==> src/rtl/wwsl_pkg.sv <==
// ---------------------------------------------------------------------------
// wwsl_pkg: shared types and constants for the word wrap screen layout
// Word and result formats, grid geometry, controller states and the
// command and status groups between controller and datapath.
// ---------------------------------------------------------------------------
`default_nettype none

package wwsl_pkg;

  // Grid geometry
  localparam int ROW_CELLS = 60;
  localparam int GRID_ROWS = 19;

  localparam int COL_W  = 6;                    // holds 0..ROW_CELLS
  localparam int ROW_W  = 5;                    // holds 0..GRID_ROWS
  localparam int ADDR_W = $clog2(ROW_CELLS);    // word buffer address
  localparam int SUM_W  = COL_W + 1;            // column plus word length

  localparam logic [COL_W-1:0] COL_FULL = COL_W'(ROW_CELLS);
  localparam logic [ROW_W-1:0] ROW_LAST = ROW_W'(GRID_ROWS - 1);
  localparam logic [SUM_W-1:0] SUM_LIM  = SUM_W'(ROW_CELLS);

  // Character codes
  localparam logic [7:0] CH_NL = 8'd10;
  localparam logic [7:0] CH_SP = 8'd32;

  // Input actions
  localparam logic [1:0] ACT_START = 2'd0;
  localparam logic [1:0] ACT_CHAR  = 2'd1;
  localparam logic [1:0] ACT_END   = 2'd2;

  // Result kinds
  localparam logic [1:0] KIND_CELL    = 2'd0;
  localparam logic [1:0] KIND_ROW_END = 2'd1;
  localparam logic [1:0] KIND_FULL    = 2'd2;

  typedef struct packed {
    logic [1:0] action;
    logic [7:0] ch;
    logic       at_cursor;
    logic       starts_line;
  } in_item_t;

  typedef struct packed {
    logic [1:0]       kind;
    logic [ROW_W-1:0] row;
    logic [COL_W-1:0] col;
    logic [7:0]       glyph;
    logic             cursor_here;
    logic             editable;
    logic             last;
  } out_item_t;

  typedef enum logic [3:0] {
    S_IDLE,
    S_DISPATCH,
    S_RESOLVE,
    S_FULL,
    S_TAIL,
    S_WRAP,
    S_FL_RD,
    S_FL_WR,
    S_FINISH
  } state_e;

  typedef enum logic [2:0] {
    EM_NONE,
    EM_CELL_IN,
    EM_CELL_WORD,
    EM_ROW_END,
    EM_FULL
  } emit_e;

  // Controller to datapath
  typedef struct packed {
    logic  load_item;
    logic  frame_start;
    emit_e emit_sel;
    logic  re_item;      // row end carries the word's cursor and line_fresh
    logic  adv_row;
    logic  lf_set;
    logic  lf_clr;
    logic  close;
    logic  word_start;
    logic  word_append;
    logic  flush_init;
    logic  mem_rd;
    logic  flush_end;
    logic  finish;
  } cmd_t;

  // Datapath to controller
  typedef struct packed {
    logic [1:0] act;
    logic       is_nl;
    logic       is_sp;
    logic       closed;
    logic       holding;
    logic       col_full;
    logic       col_zero;
    logic       pws;
    logic       last_row;
    logic       wrap_need;
    logic       flush_last;
    logic       out_free;
    logic       hold_valid;
  } sts_t;

endpackage

`default_nettype wire

==> src/rtl/wwsl_ctrl.sv <==
// ---------------------------------------------------------------------------
// wwsl_ctrl: layout sequencer
// Walks one input word through flush, full-row resolution, the action
// itself and the word-wrap check, issuing commands to the datapath.
// ---------------------------------------------------------------------------
`default_nettype none

module wwsl_ctrl (
  input  wire                 clk_i,
  input  wire                 rst_ni,
  input  wire                 in_valid_i,
  output logic                in_stall_o,
  input  wwsl_pkg::sts_t      sts_i,
  output wwsl_pkg::cmd_t      cmd_o
);

  wwsl_pkg::state_e state_q, state_d;
  logic is_word;
  logic is_sep;

  // Word character versus separator / end
  assign is_word = (sts_i.act == wwsl_pkg::ACT_CHAR) && !sts_i.is_nl && !sts_i.is_sp;
  assign is_sep  = (sts_i.act == wwsl_pkg::ACT_END) ||
                   ((sts_i.act == wwsl_pkg::ACT_CHAR) && (sts_i.is_nl || sts_i.is_sp));

  assign in_stall_o = (state_q != wwsl_pkg::S_IDLE);

  // State register
  always_ff @(posedge clk_i or negedge rst_ni) begin
    if (!rst_ni) begin
      state_q <= wwsl_pkg::S_IDLE;
    end else begin
      state_q <= state_d;
    end
  end

  // Next state and commands
  always_comb begin
    state_d = state_q;
    cmd_o   = '0;
    cmd_o.emit_sel = wwsl_pkg::EM_NONE;
    unique case (state_q)
      wwsl_pkg::S_IDLE: begin
        if (in_valid_i) begin
          cmd_o.load_item = 1'b1;
          state_d = wwsl_pkg::S_DISPATCH;
        end
      end
      wwsl_pkg::S_DISPATCH: begin
        if (sts_i.act == wwsl_pkg::ACT_START) begin
          cmd_o.frame_start = 1'b1;
          state_d = wwsl_pkg::S_IDLE;
        end else if (sts_i.closed || !(is_sep || is_word)) begin
          state_d = wwsl_pkg::S_IDLE;
        end else if (is_sep) begin
          if (sts_i.holding) begin
            cmd_o.flush_init = 1'b1;
            state_d = wwsl_pkg::S_FL_RD;
          end else begin
            state_d = wwsl_pkg::S_RESOLVE;
          end
        end else if (sts_i.holding) begin
          cmd_o.word_append = 1'b1;
          state_d = wwsl_pkg::S_WRAP;
        end else begin
          state_d = wwsl_pkg::S_RESOLVE;
        end
      end
      // A full row closes (wrapped) before anything else lands
      wwsl_pkg::S_RESOLVE: begin
        if (!sts_i.col_full) begin
          state_d = wwsl_pkg::S_TAIL;
        end else if (sts_i.out_free) begin
          cmd_o.emit_sel = wwsl_pkg::EM_ROW_END;
          cmd_o.adv_row  = 1'b1;
          cmd_o.lf_clr   = 1'b1;
          state_d = sts_i.last_row ? wwsl_pkg::S_FULL : wwsl_pkg::S_TAIL;
        end
      end
      wwsl_pkg::S_FULL: begin
        if (sts_i.out_free) begin
          cmd_o.emit_sel = wwsl_pkg::EM_FULL;
          state_d = wwsl_pkg::S_FINISH;
        end
      end
      wwsl_pkg::S_TAIL: begin
        if (sts_i.act == wwsl_pkg::ACT_END) begin
          if (sts_i.out_free) begin
            cmd_o.emit_sel = wwsl_pkg::EM_ROW_END;
            cmd_o.re_item  = 1'b1;
            cmd_o.close    = 1'b1;
            state_d = wwsl_pkg::S_FINISH;
          end
        end else if (sts_i.is_nl) begin
          if (sts_i.out_free) begin
            cmd_o.emit_sel = wwsl_pkg::EM_ROW_END;
            cmd_o.re_item  = 1'b1;
            cmd_o.adv_row  = 1'b1;
            cmd_o.lf_set   = 1'b1;
            state_d = sts_i.last_row ? wwsl_pkg::S_FULL : wwsl_pkg::S_FINISH;
          end
        end else if (is_word && !sts_i.col_zero && sts_i.pws) begin
          // Word after a space on a used row: hold it back
          cmd_o.word_start = 1'b1;
          state_d = wwsl_pkg::S_FINISH;
        end else if (sts_i.out_free) begin
          cmd_o.emit_sel = wwsl_pkg::EM_CELL_IN;
          state_d = wwsl_pkg::S_FINISH;
        end
      end
      // Held word no longer fits: end the row, carry the word down
      wwsl_pkg::S_WRAP: begin
        if (!sts_i.wrap_need) begin
          state_d = wwsl_pkg::S_FINISH;
        end else if (sts_i.out_free) begin
          cmd_o.emit_sel = wwsl_pkg::EM_ROW_END;
          cmd_o.adv_row  = 1'b1;
          cmd_o.lf_clr   = 1'b1;
          if (sts_i.last_row) begin
            state_d = wwsl_pkg::S_FULL;
          end else begin
            cmd_o.flush_init = 1'b1;
            state_d = wwsl_pkg::S_FL_RD;
          end
        end
      end
      wwsl_pkg::S_FL_RD: begin
        cmd_o.mem_rd = 1'b1;
        state_d = wwsl_pkg::S_FL_WR;
      end
      wwsl_pkg::S_FL_WR: begin
        if (sts_i.out_free) begin
          cmd_o.emit_sel = wwsl_pkg::EM_CELL_WORD;
          if (sts_i.flush_last) begin
            cmd_o.flush_end = 1'b1;
            state_d = is_word ? wwsl_pkg::S_FINISH : wwsl_pkg::S_RESOLVE;
          end else begin
            state_d = wwsl_pkg::S_FL_RD;
          end
        end
      end
      wwsl_pkg::S_FINISH: begin
        if (sts_i.out_free || !sts_i.hold_valid) begin
          cmd_o.finish = 1'b1;
          state_d = wwsl_pkg::S_IDLE;
        end
      end
      default: begin
        state_d = wwsl_pkg::S_IDLE;
      end
    endcase
  end

endmodule

`default_nettype wire

==> src/rtl/wwsl_dp.sv <==
// ---------------------------------------------------------------------------
// wwsl_dp: layout datapath
// Write position, line flags, held-word buffer, a one-result holding stage
// that lets the final result of a word be marked, and the output register.
// ---------------------------------------------------------------------------
`default_nettype none

module wwsl_dp (
  input  wire                  clk_i,
  input  wire                  rst_ni,
  input  wwsl_pkg::in_item_t   in_data_i,
  input  wwsl_pkg::cmd_t       cmd_i,
  output wwsl_pkg::sts_t       sts_o,
  output logic                 out_valid_o,
  input  wire                  out_stall_i,
  output wwsl_pkg::out_item_t  out_data_o
);

  wwsl_pkg::in_item_t  item_q;
  wwsl_pkg::out_item_t res_new;
  wwsl_pkg::out_item_t hold_q;
  wwsl_pkg::out_item_t out_q;
  wwsl_pkg::out_item_t push_item;
  logic                hold_vld_q;
  logic                out_vld_q;

  logic [wwsl_pkg::ROW_W-1:0]  row_q;
  logic [wwsl_pkg::COL_W-1:0]  col_q;
  logic [wwsl_pkg::COL_W-1:0]  wc_q;
  logic [wwsl_pkg::ADDR_W-1:0] idx_q;
  logic                        lf_q;
  logic                        pws_q;
  logic                        holding_q;
  logic                        closed_q;
  logic [8:0]                  rdata_q;
  logic [8:0]                  mem [wwsl_pkg::ROW_CELLS];

  logic out_free;
  logic push_mid;
  logic push_last;
  logic is_cell;

  assign out_free  = !out_vld_q || !out_stall_i;
  assign push_mid  = (cmd_i.emit_sel != wwsl_pkg::EM_NONE) && hold_vld_q;
  assign push_last = cmd_i.finish && hold_vld_q;
  assign is_cell   = (cmd_i.emit_sel == wwsl_pkg::EM_CELL_IN) ||
                     (cmd_i.emit_sel == wwsl_pkg::EM_CELL_WORD);

  // Status back to the sequencer
  always_comb begin
    sts_o.act        = item_q.action;
    sts_o.is_nl      = (item_q.ch == wwsl_pkg::CH_NL);
    sts_o.is_sp      = (item_q.ch == wwsl_pkg::CH_SP);
    sts_o.closed     = closed_q;
    sts_o.holding    = holding_q;
    sts_o.col_full   = (col_q == wwsl_pkg::COL_FULL);
    sts_o.col_zero   = (col_q == '0);
    sts_o.pws        = pws_q;
    sts_o.last_row   = (row_q == wwsl_pkg::ROW_LAST);
    sts_o.wrap_need  = (wwsl_pkg::SUM_W'(col_q) + wwsl_pkg::SUM_W'(wc_q)) > wwsl_pkg::SUM_LIM;
    sts_o.flush_last = (wwsl_pkg::SUM_W'(idx_q) + wwsl_pkg::SUM_W'(1)) ==
                       wwsl_pkg::SUM_W'(wc_q);
    sts_o.out_free   = out_free;
    sts_o.hold_valid = hold_vld_q;
  end

  // Result formatting
  always_comb begin
    res_new = '0;
    unique case (cmd_i.emit_sel)
      wwsl_pkg::EM_CELL_IN: begin
        res_new.kind        = wwsl_pkg::KIND_CELL;
        res_new.row         = row_q;
        res_new.col         = col_q;
        res_new.glyph       = item_q.ch;
        res_new.cursor_here = item_q.at_cursor;
      end
      wwsl_pkg::EM_CELL_WORD: begin
        res_new.kind        = wwsl_pkg::KIND_CELL;
        res_new.row         = row_q;
        res_new.col         = col_q;
        res_new.glyph       = rdata_q[7:0];
        res_new.cursor_here = rdata_q[8];
      end
      wwsl_pkg::EM_ROW_END: begin
        res_new.kind        = wwsl_pkg::KIND_ROW_END;
        res_new.row         = row_q;
        res_new.col         = col_q;
        res_new.cursor_here = cmd_i.re_item && item_q.at_cursor;
        res_new.editable    = cmd_i.re_item && lf_q;
      end
      wwsl_pkg::EM_FULL: begin
        res_new.kind = wwsl_pkg::KIND_FULL;
      end
      default: begin
        res_new = '0;
      end
    endcase
  end

  // Result leaving the holding stage, with its final-result mark
  always_comb begin
    push_item      = hold_q;
    push_item.last = push_last;
  end

  // Layout state
  always_ff @(posedge clk_i or negedge rst_ni) begin
    if (!rst_ni) begin
      row_q     <= '0;
      col_q     <= '0;
      lf_q      <= 1'b1;
      pws_q     <= 1'b0;
      wc_q      <= '0;
      holding_q <= 1'b0;
      closed_q  <= 1'b0;
      idx_q     <= '0;
    end else if (cmd_i.frame_start) begin
      row_q     <= '0;
      col_q     <= '0;
      lf_q      <= item_q.starts_line;
      pws_q     <= 1'b0;
      wc_q      <= '0;
      holding_q <= 1'b0;
      closed_q  <= 1'b0;
    end else begin
      if (is_cell) begin
        col_q <= col_q + wwsl_pkg::COL_W'(1);
      end
      if (cmd_i.emit_sel == wwsl_pkg::EM_CELL_WORD) begin
        idx_q <= idx_q + wwsl_pkg::ADDR_W'(1);
      end
      if (cmd_i.adv_row) begin
        row_q <= row_q + wwsl_pkg::ROW_W'(1);
        col_q <= '0;
      end
      if (cmd_i.lf_set) begin
        lf_q <= 1'b1;
      end else if (cmd_i.lf_clr) begin
        lf_q <= 1'b0;
      end
      if (cmd_i.close || (cmd_i.emit_sel == wwsl_pkg::EM_FULL)) begin
        closed_q <= 1'b1;
      end
      if (cmd_i.word_start) begin
        wc_q      <= wwsl_pkg::COL_W'(1);
        holding_q <= 1'b1;
      end else if (cmd_i.word_append && (wc_q != wwsl_pkg::COL_FULL)) begin
        wc_q <= wc_q + wwsl_pkg::COL_W'(1);
      end
      if (cmd_i.flush_end || (cmd_i.emit_sel == wwsl_pkg::EM_FULL)) begin
        wc_q      <= '0;
        holding_q <= 1'b0;
      end
      if (cmd_i.flush_init) begin
        idx_q <= '0;
      end
      if (cmd_i.finish && (item_q.action == wwsl_pkg::ACT_CHAR)) begin
        pws_q <= sts_o.is_nl || sts_o.is_sp;
      end
    end
  end

  // Holding stage and output register control
  always_ff @(posedge clk_i or negedge rst_ni) begin
    if (!rst_ni) begin
      hold_vld_q <= 1'b0;
      out_vld_q  <= 1'b0;
    end else begin
      if (cmd_i.emit_sel != wwsl_pkg::EM_NONE) begin
        hold_vld_q <= 1'b1;
      end else if (cmd_i.finish) begin
        hold_vld_q <= 1'b0;
      end
      if (push_mid || push_last) begin
        out_vld_q <= 1'b1;
      end else if (!out_stall_i) begin
        out_vld_q <= 1'b0;
      end
    end
  end

  // Payload registers
  always_ff @(posedge clk_i) begin
    if (cmd_i.load_item) begin
      item_q <= in_data_i;
    end
    if (cmd_i.emit_sel != wwsl_pkg::EM_NONE) begin
      hold_q <= res_new;
    end
    if (push_mid || push_last) begin
      out_q <= push_item;
    end
  end

  // Held-word buffer: one write port, one registered read port
  always_ff @(posedge clk_i) begin
    if (cmd_i.word_start) begin
      mem[0] <= {item_q.at_cursor, item_q.ch};
    end else if (cmd_i.word_append && (wc_q != wwsl_pkg::COL_FULL)) begin
      mem[wc_q[wwsl_pkg::ADDR_W-1:0]] <= {item_q.at_cursor, item_q.ch};
    end
    if (cmd_i.mem_rd) begin
      rdata_q <= mem[idx_q];
    end
  end

  assign out_valid_o = out_vld_q;
  assign out_data_o  = out_q;

  // Checks
  a_emit_room: assert property (@(posedge clk_i) disable iff (!rst_ni)
    (cmd_i.emit_sel != wwsl_pkg::EM_NONE) |-> out_free)
    else $error("result emitted while output stage is blocked");

  a_hold_count: assert property (@(posedge clk_i) disable iff (!rst_ni)
    holding_q == (wc_q != '0))
    else $error("held-word flag disagrees with word length");

  a_col_range: assert property (@(posedge clk_i) disable iff (!rst_ni)
    col_q <= wwsl_pkg::COL_FULL)
    else $error("column beyond row width");

  a_last_mark: assert property (@(posedge clk_i) disable iff (!rst_ni)
    (cmd_i.finish && hold_vld_q) |=> (out_vld_q && out_q.last))
    else $error("final result of a word not marked last");

endmodule

`default_nettype wire

==> src/rtl/word_wrap_screen_layout.sv <==
// A word is taken only while the sequencer is idle; the input stalls until it
// has finished the word, so a new word waits for the last one to be done.
// Results pass through a holding stage before the output register; each
// character of a held word written out takes a buffer read, then a cell write.
// A stalled output register holds the sequencer until the result is taken.
// Reset: position, flags and word length clear, line_fresh sets; buffer uncleared.
// ---------------------------------------------------------------------------
// word_wrap_screen_layout: greedy word-wrap layout into a character grid
// Sequencer plus datapath; emits cell writes, row-end records and a
// frame-full record for a stream of document characters.
// ---------------------------------------------------------------------------
`default_nettype none

module word_wrap_screen_layout (
  input  wire                  clk_i,
  input  wire                  rst_ni,
  input  wire                  in_valid_i,
  output logic                 in_stall_o,
  input  wwsl_pkg::in_item_t   in_data_i,
  output logic                 out_valid_o,
  input  wire                  out_stall_i,
  output wwsl_pkg::out_item_t  out_data_o
);

  wwsl_pkg::cmd_t cmd;
  wwsl_pkg::sts_t sts;

  // Sequencer
  wwsl_ctrl u_ctrl (
    .clk_i      (clk_i),
    .rst_ni     (rst_ni),
    .in_valid_i (in_valid_i),
    .in_stall_o (in_stall_o),
    .sts_i      (sts),
    .cmd_o      (cmd)
  );

  // Datapath
  wwsl_dp u_dp (
    .clk_i       (clk_i),
    .rst_ni      (rst_ni),
    .in_data_i   (in_data_i),
    .cmd_i       (cmd),
    .sts_o       (sts),
    .out_valid_o (out_valid_o),
    .out_stall_i (out_stall_i),
    .out_data_o  (out_data_o)
  );

endmodule

`default_nettype wire

==> config.mk <==
export PLATFORM = sky130hd
export DESIGN_NAME = word_wrap_screen_layout
export DESIGN_NICKNAME = d
export VERILOG_FILES = /design/src/rtl/wwsl_pkg.sv /design/src/rtl/wwsl_ctrl.sv /design/src/rtl/wwsl_dp.sv /design/src/rtl/word_wrap_screen_layout.sv
export SDC_FILE = /design/constraint.sdc
export NUM_CORES = 1
export LEC_CHECK = 0
export ABC_CLOCK_PERIOD_IN_PS = 8100
export BUFFER_PORTS_ARGS = -buffer_cell sky130_fd_sc_hd__buf_2
export CORE_AREA = 5 5 254 256
export DETAILED_ROUTE_END_ITERATION = 8
export DIE_AREA = 0 0 259 261
export GPL_TIMING_DRIVEN = 1
export PLACE_DENSITY = 0.65
export SLEW_MARGIN = 20
export SYNTH_ARGS = -nofsm -noshare
export SYNTH_HDL_FRONTEND = slang
export SYNTH_SLANG_ARGS = --single-unit
==> constraint.sdc <==
create_clock -name clk_i -period 8.1 [get_ports clk_i]
set_clock_uncertainty 0.1 [all_clocks]
set_input_delay 0.405 -clock clk_i [delete_from_list [all_inputs] [get_ports clk_i]]
set_output_delay 0.405 -clock clk_i [all_outputs]
set_load 0.1 [all_outputs]
==> impl_metrics.xml <==
<?xml version="1.0" encoding="UTF-8"?>
<metrics>
  <group name="floorplan">
    <metric name="die-area" unit="um2">67600</metric>
    <metric name="top_level_ports" unit="">42</metric>
    <metric name="floorplan.rows" unit="">92</metric>
    <metric name="initial_core_utilization" unit="%">41.3</metric>
    <metric name="dieHeight" unit="um">261</metric>
    <metric name="fp.coreArea" unit="um2">62300</metric>
    <metric name="die_width" unit="um">259</metric>
  </group>
  <group name="sta">
    <metric name="unrepaired_setup_endpoints_after_global_routing" unit="">false</metric>
    <metric name="final_setup_tns" unit="ns">0</metric>
    <metric name="setup-violations-final" unit="">0</metric>
    <metric name="hold_slack" unit="ns">0.317</metric>
    <metric name="post-route-period-util" unit="%">57.4</metric>
    <metric name="timing.slew.headroom" unit="%">27.1</metric>
    <metric name="achievable-frequency" unit="GHz">0.215</metric>
    <metric name="max_slew.worst_pin.slew" unit="ns">1.09</metric>
    <metric name="max_slew_vio_count" unit="">0</metric>
    <metric name="finalWorstPathRequiredPeriod" unit="ns">4.65</metric>
    <metric name="finalHoldViolations" unit="">0</metric>
  </group>
  <group name="cts">
    <metric name="worst_skew_pair.late_latency" unit="ns">0.60</metric>
    <metric name="cts_num_sinks" unit="">641</metric>
    <metric name="tritoncts" unit="">yes</metric>
    <metric name="cts_root_buf" unit="">sky130_fd_sc_hd__clkbuf_16</metric>
    <metric name="cts.path.max_buffers" unit="">3</metric>
    <metric name="htree_num_levels" unit="">3</metric>
    <metric name="clkTransAtPathRegs" unit="ns">0.06</metric>
    <metric name="ctsResizeCount" unit="">0</metric>
    <metric name="number_of_clock_buffers_inserted_by_tritoncts" unit="">66</metric>
  </group>
  <group name="finish">
    <metric name="finalNonFillerCells" unit="">2263</metric>
    <metric name="num_antenna_cells" unit="">0</metric>
    <metric name="syn2layout_area_growth" unit="%">12.9</metric>
    <metric name="area.sequential" unit="um2">19100</metric>
    <metric name="multi_input_comb_area" unit="um2">6300</metric>
    <metric name="design.final.nets" unit="">1398</metric>
    <metric name="layout-drive-gt1-share" unit="%">24.6</metric>
    <metric name="fillCellCount" unit="">5097</metric>
  </group>
  <group name="setup_path">
    <metric name="critical_path_class" unit="">reg -&gt; reg</metric>
    <metric name="critical_path_capture_point_type" unit="">flop</metric>
    <metric name="cp-startpoint" unit="">u_dp.item_q[7]</metric>
    <metric name="arrival" unit="ns">4.77</metric>
    <metric name="worst_r2r_startpoint" unit="">u_dp.item_q[7]</metric>
    <metric name="timing.critical_path.required" unit="ns">8.22</metric>
    <metric name="type_of_origin_of_the_critical_path" unit="">flop</metric>
    <metric name="critPathMaxFanout" unit="">42</metric>
  </group>
  <group name="drt">
    <metric name="vias_per_cell" unit="">5.69</metric>
    <metric name="post-route-drc-count" unit="">0</metric>
    <metric name="detailroute.via_count" unit="">12900</metric>
    <metric name="wl_per_cell" unit="um">25.7</metric>
    <metric name="totalWireLength" unit="mm">58.1</metric>
    <metric name="detailedRoute.firstPassIterationCount" unit="">5</metric>
    <metric name="detailedRoute.firstIterationViolations" unit="">1305</metric>
    <metric name="drt.antenna.violating_nets" unit="">0</metric>
  </group>
  <group name="run_status">
    <metric name="run_status" unit="">finished, final reports clean</metric>
  </group>
  <group name="global_route">
    <metric name="global_route.overflow_total" unit="">0</metric>
    <metric name="wire_length_of_the_first_global_routing_pass" unit="mm">87.3</metric>
    <metric name="grt_pass1_vias" unit="">13100</metric>
    <metric name="pin_count_of_the_biggest_net_entering_global_routing" unit="">76</metric>
    <metric name="globalRouteTotalUtil" unit="%">17.3</metric>
    <metric name="grt_antenna_before_repair" unit="">0</metric>
  </group>
  <group name="placed_design">
    <metric name="place_hpwl" unit="mm">35.2</metric>
    <metric name="final_weighted_congestion_in_routability_driven_placement" unit="">0.873</metric>
    <metric name="post_placement_cell_count" unit="">2132</metric>
    <metric name="numPortBuffers" unit="">41</metric>
  </group>
  <group name="flow_run">
    <metric name="max-cap-violations" unit="">0</metric>
  </group>
  <group name="logic_synthesis">
    <metric name="synth-seq-cells" unit="">641</metric>
    <metric name="ys_top_cells_by_count" unit="">608 x sky130_fd_sc_hd__edfxtp_1, 171 x sky130_fd_sc_hd__mux4_2, 89 x sky130_fd_sc_hd__nor2_1</metric>
    <metric name="ys_async_sr_fraction" unit="%">5.15</metric>
    <metric name="ys_top_cells_by_area" unit="">sky130_fd_sc_hd__edfxtp_1 71%, sky130_fd_sc_hd__mux4_2 15%, sky130_fd_sc_hd__dfrtp_1 3.1%</metric>
    <metric name="synth_area" unit="um2">25700</metric>
    <metric name="postSynth.topFlopCell" unit="">sky130_fd_sc_hd__edfxtp_1</metric>
    <metric name="synth_largest_area_cell" unit="">sky130_fd_sc_hd__edfxtp_1</metric>
    <metric name="synth-edff-count" unit="">608</metric>
    <metric name="avgSynthCellArea" unit="um2">19.9</metric>
    <metric name="syn-instance-count" unit="">1290</metric>
    <metric name="netlist-cell-type-count" unit="">65</metric>
    <metric name="synth_top_cell_area_share" unit="%">71.0</metric>
    <metric name="synth_nets" unit="">1320</metric>
    <metric name="synth_most_common_cell" unit="">sky130_fd_sc_hd__edfxtp_1</metric>
    <metric name="synth.yosys.warnings" unit="">0</metric>
    <metric name="synth-seq-area-share" unit="%">74.3</metric>
  </group>
  <group name="power_and_ir_drop">
    <metric name="static-leakage-power" unit="nW">8.90</metric>
    <metric name="worst_ir_drop_vdd" unit="uV">156</metric>
    <metric name="power.density_cell_area" unit="nW/um2">299</metric>
  </group>
  <group name="min_path">
    <metric name="min_path_type" unit="">reg -&gt; reg</metric>
    <metric name="worst_hold_startpoint" unit="">u_dp.hold_q[16]</metric>
  </group>
</metrics>
power breakdown:
| part | total [mW] | switching, mW | internal (mW) |
|---|---|---|---|
| combinational | 1.73 | 1.08 | 0.650 |
| clock | 2.84 | 1.24 | 1.60 |
| sequential | 4.12 | 0.181 | 3.94 |
area by class of cell:
cell class                 count  share of cell area [%]
inverter                      15                   0.194
clock buffer                  76                    5.82
sequential                   641                    65.8
multi-input combinational    568                    21.7
timing repair buffer          76                    1.75
tap                          846                    3.65
clock inverter                41                    1.11
critical path, stage by stage (launching register included):
cell and delay [ns]:
sky130_fd_sc_hd__edfxtp_1 0.80, sky130_fd_sc_hd__buf_4 0.53, sky130_fd_sc_hd__or3b_2 0.51, sky130_fd_sc_hd__a211oi_1 0.71, sky130_fd_sc_hd__nor4_1 0.15, sky130_fd_sc_hd__buf_4 0.21, sky130_fd_sc_hd__a21oi_2 0.75, sky130_fd_sc_hd__nor2_1 0.45
logic make-up (layout without fill, tap and decap cells):
logic type	Yosys count	after routing	synth area share [%]
buffers and inverters	81	208	1.26
AO/OA/AOI/OAI	114	114	3.17
adder cells (fa/ha/maj)	14	14	0.711
multiplexers	185	185	15.5
XOR/XNOR	16	16	0.545
AND/OR/NAND/NOR	239	239	4.52
flip-flops	641	641	74.3
layout by cell type, fill, tap and decap left out, types with 5 or more instances in the layout:
cell                            count
sky130_fd_sc_hd__o21ai_0           21
sky130_fd_sc_hd__xnor2_1            8
sky130_fd_sc_hd__nor4_1             6
sky130_fd_sc_hd__nand2_1           43
sky130_fd_sc_hd__xor2_1             8
sky130_fd_sc_hd__o211ai_1           7
sky130_fd_sc_hd__a21oi_1           22
sky130_fd_sc_hd__a22o_1             8
sky130_fd_sc_hd__nand2b_1          10
sky130_fd_sc_hd__a211oi_1          10
sky130_fd_sc_hd__and2_1            15
sky130_fd_sc_hd__a211o_1            7
sky130_fd_sc_hd__mux2i_1           12
sky130_fd_sc_hd__dlygate4sd3_1     13
sky130_fd_sc_hd__buf_4             21
sky130_fd_sc_hd__clkbuf_1          10
sky130_fd_sc_hd__nand3_1           24
sky130_fd_sc_hd__inv_1             15
sky130_fd_sc_hd__a31oi_1            5
sky130_fd_sc_hd__nor2_1            88
sky130_fd_sc_hd__nand4_1            5
sky130_fd_sc_hd__clkinv_2          13
sky130_fd_sc_hd__edfxtp_1         608
sky130_fd_sc_hd__mux4_2           171
sky130_fd_sc_hd__clkinv_1          14
sky130_fd_sc_hd__ha_1              13
sky130_fd_sc_hd__nor3_1            22
sky130_fd_sc_hd__clkbuf_16         66
sky130_fd_sc_hd__dfrtp_1           28
sky130_fd_sc_hd__buf_2             41
metal layers:
| metal | GRT usage [%] | vias up | wire, um |
|---|---|---|---|
| li1 | - | 5491 | - |
| met1 | 24.9 | 6757 | 24700 |
| met2 | 27.2 | 546 | 27900 |
| met3 | 3.17 | 85 | 3990 |
| met4 | 5.24 | 0 | 1460 |
| met5 | 0 | - | 0 |
metrics by stage:
stage	cell area, um2	worst slack, ns	power, mW	util, %
2_1_floorplan	25700	4.62	5.39	-
3_5_place_dp	26900	3.45	5.94	43.1
3_3_place_gp	26900	3.57	5.92	43.1
6_report	29000	3.45	8.69	46.6
4_1_cts	29000	3.44	8.78	46.6
5_1_grt	29000	3.24	9.03	46.6
state kept, by name, summed over array words and instances, names as in the netlist:
signal,flops
u_dp.mem,540
u_dp.out_data_o,24
u_dp.pws_q,1
u_dp.lf_q,1
u_ctrl.state_q,4
u_dp.row_q,5
u_dp.idx_q,6
u_dp.hold_q,23
u_dp.closed_q,1
u_dp.wc_q,6
u_dp.sts_o,2
u_dp.col_q,6
u_dp.item_q,10
u_dp.out_valid_o,1
u_dp.rdata_q,9
u_dp.holding_q,1
u_dp.hold_vld_q,1
repair_timing:
item	in CTS	in global routing
hold buffers	13	0
endpoints found under the hold margin	44	0
setup buffers	0	0
path summary, 6_finish.rpt:
kind                                  endpoint  slack (ns)  cells after the start
max                             u_dp.mem[8][8]        3.45                      7
min                        u_dp.out_data_o[16]        0.32                      0
max reg2reg                     u_dp.mem[8][8]        3.45                      7
min in group asynchronous        u_dp.col_q[1]        0.36                      2
max in group asynchronous        u_dp.idx_q[0]        6.88                      2
min reg2reg                u_dp.out_data_o[16]        0.32                      0
No activity file was read; power rests on OpenSTA's default activity.
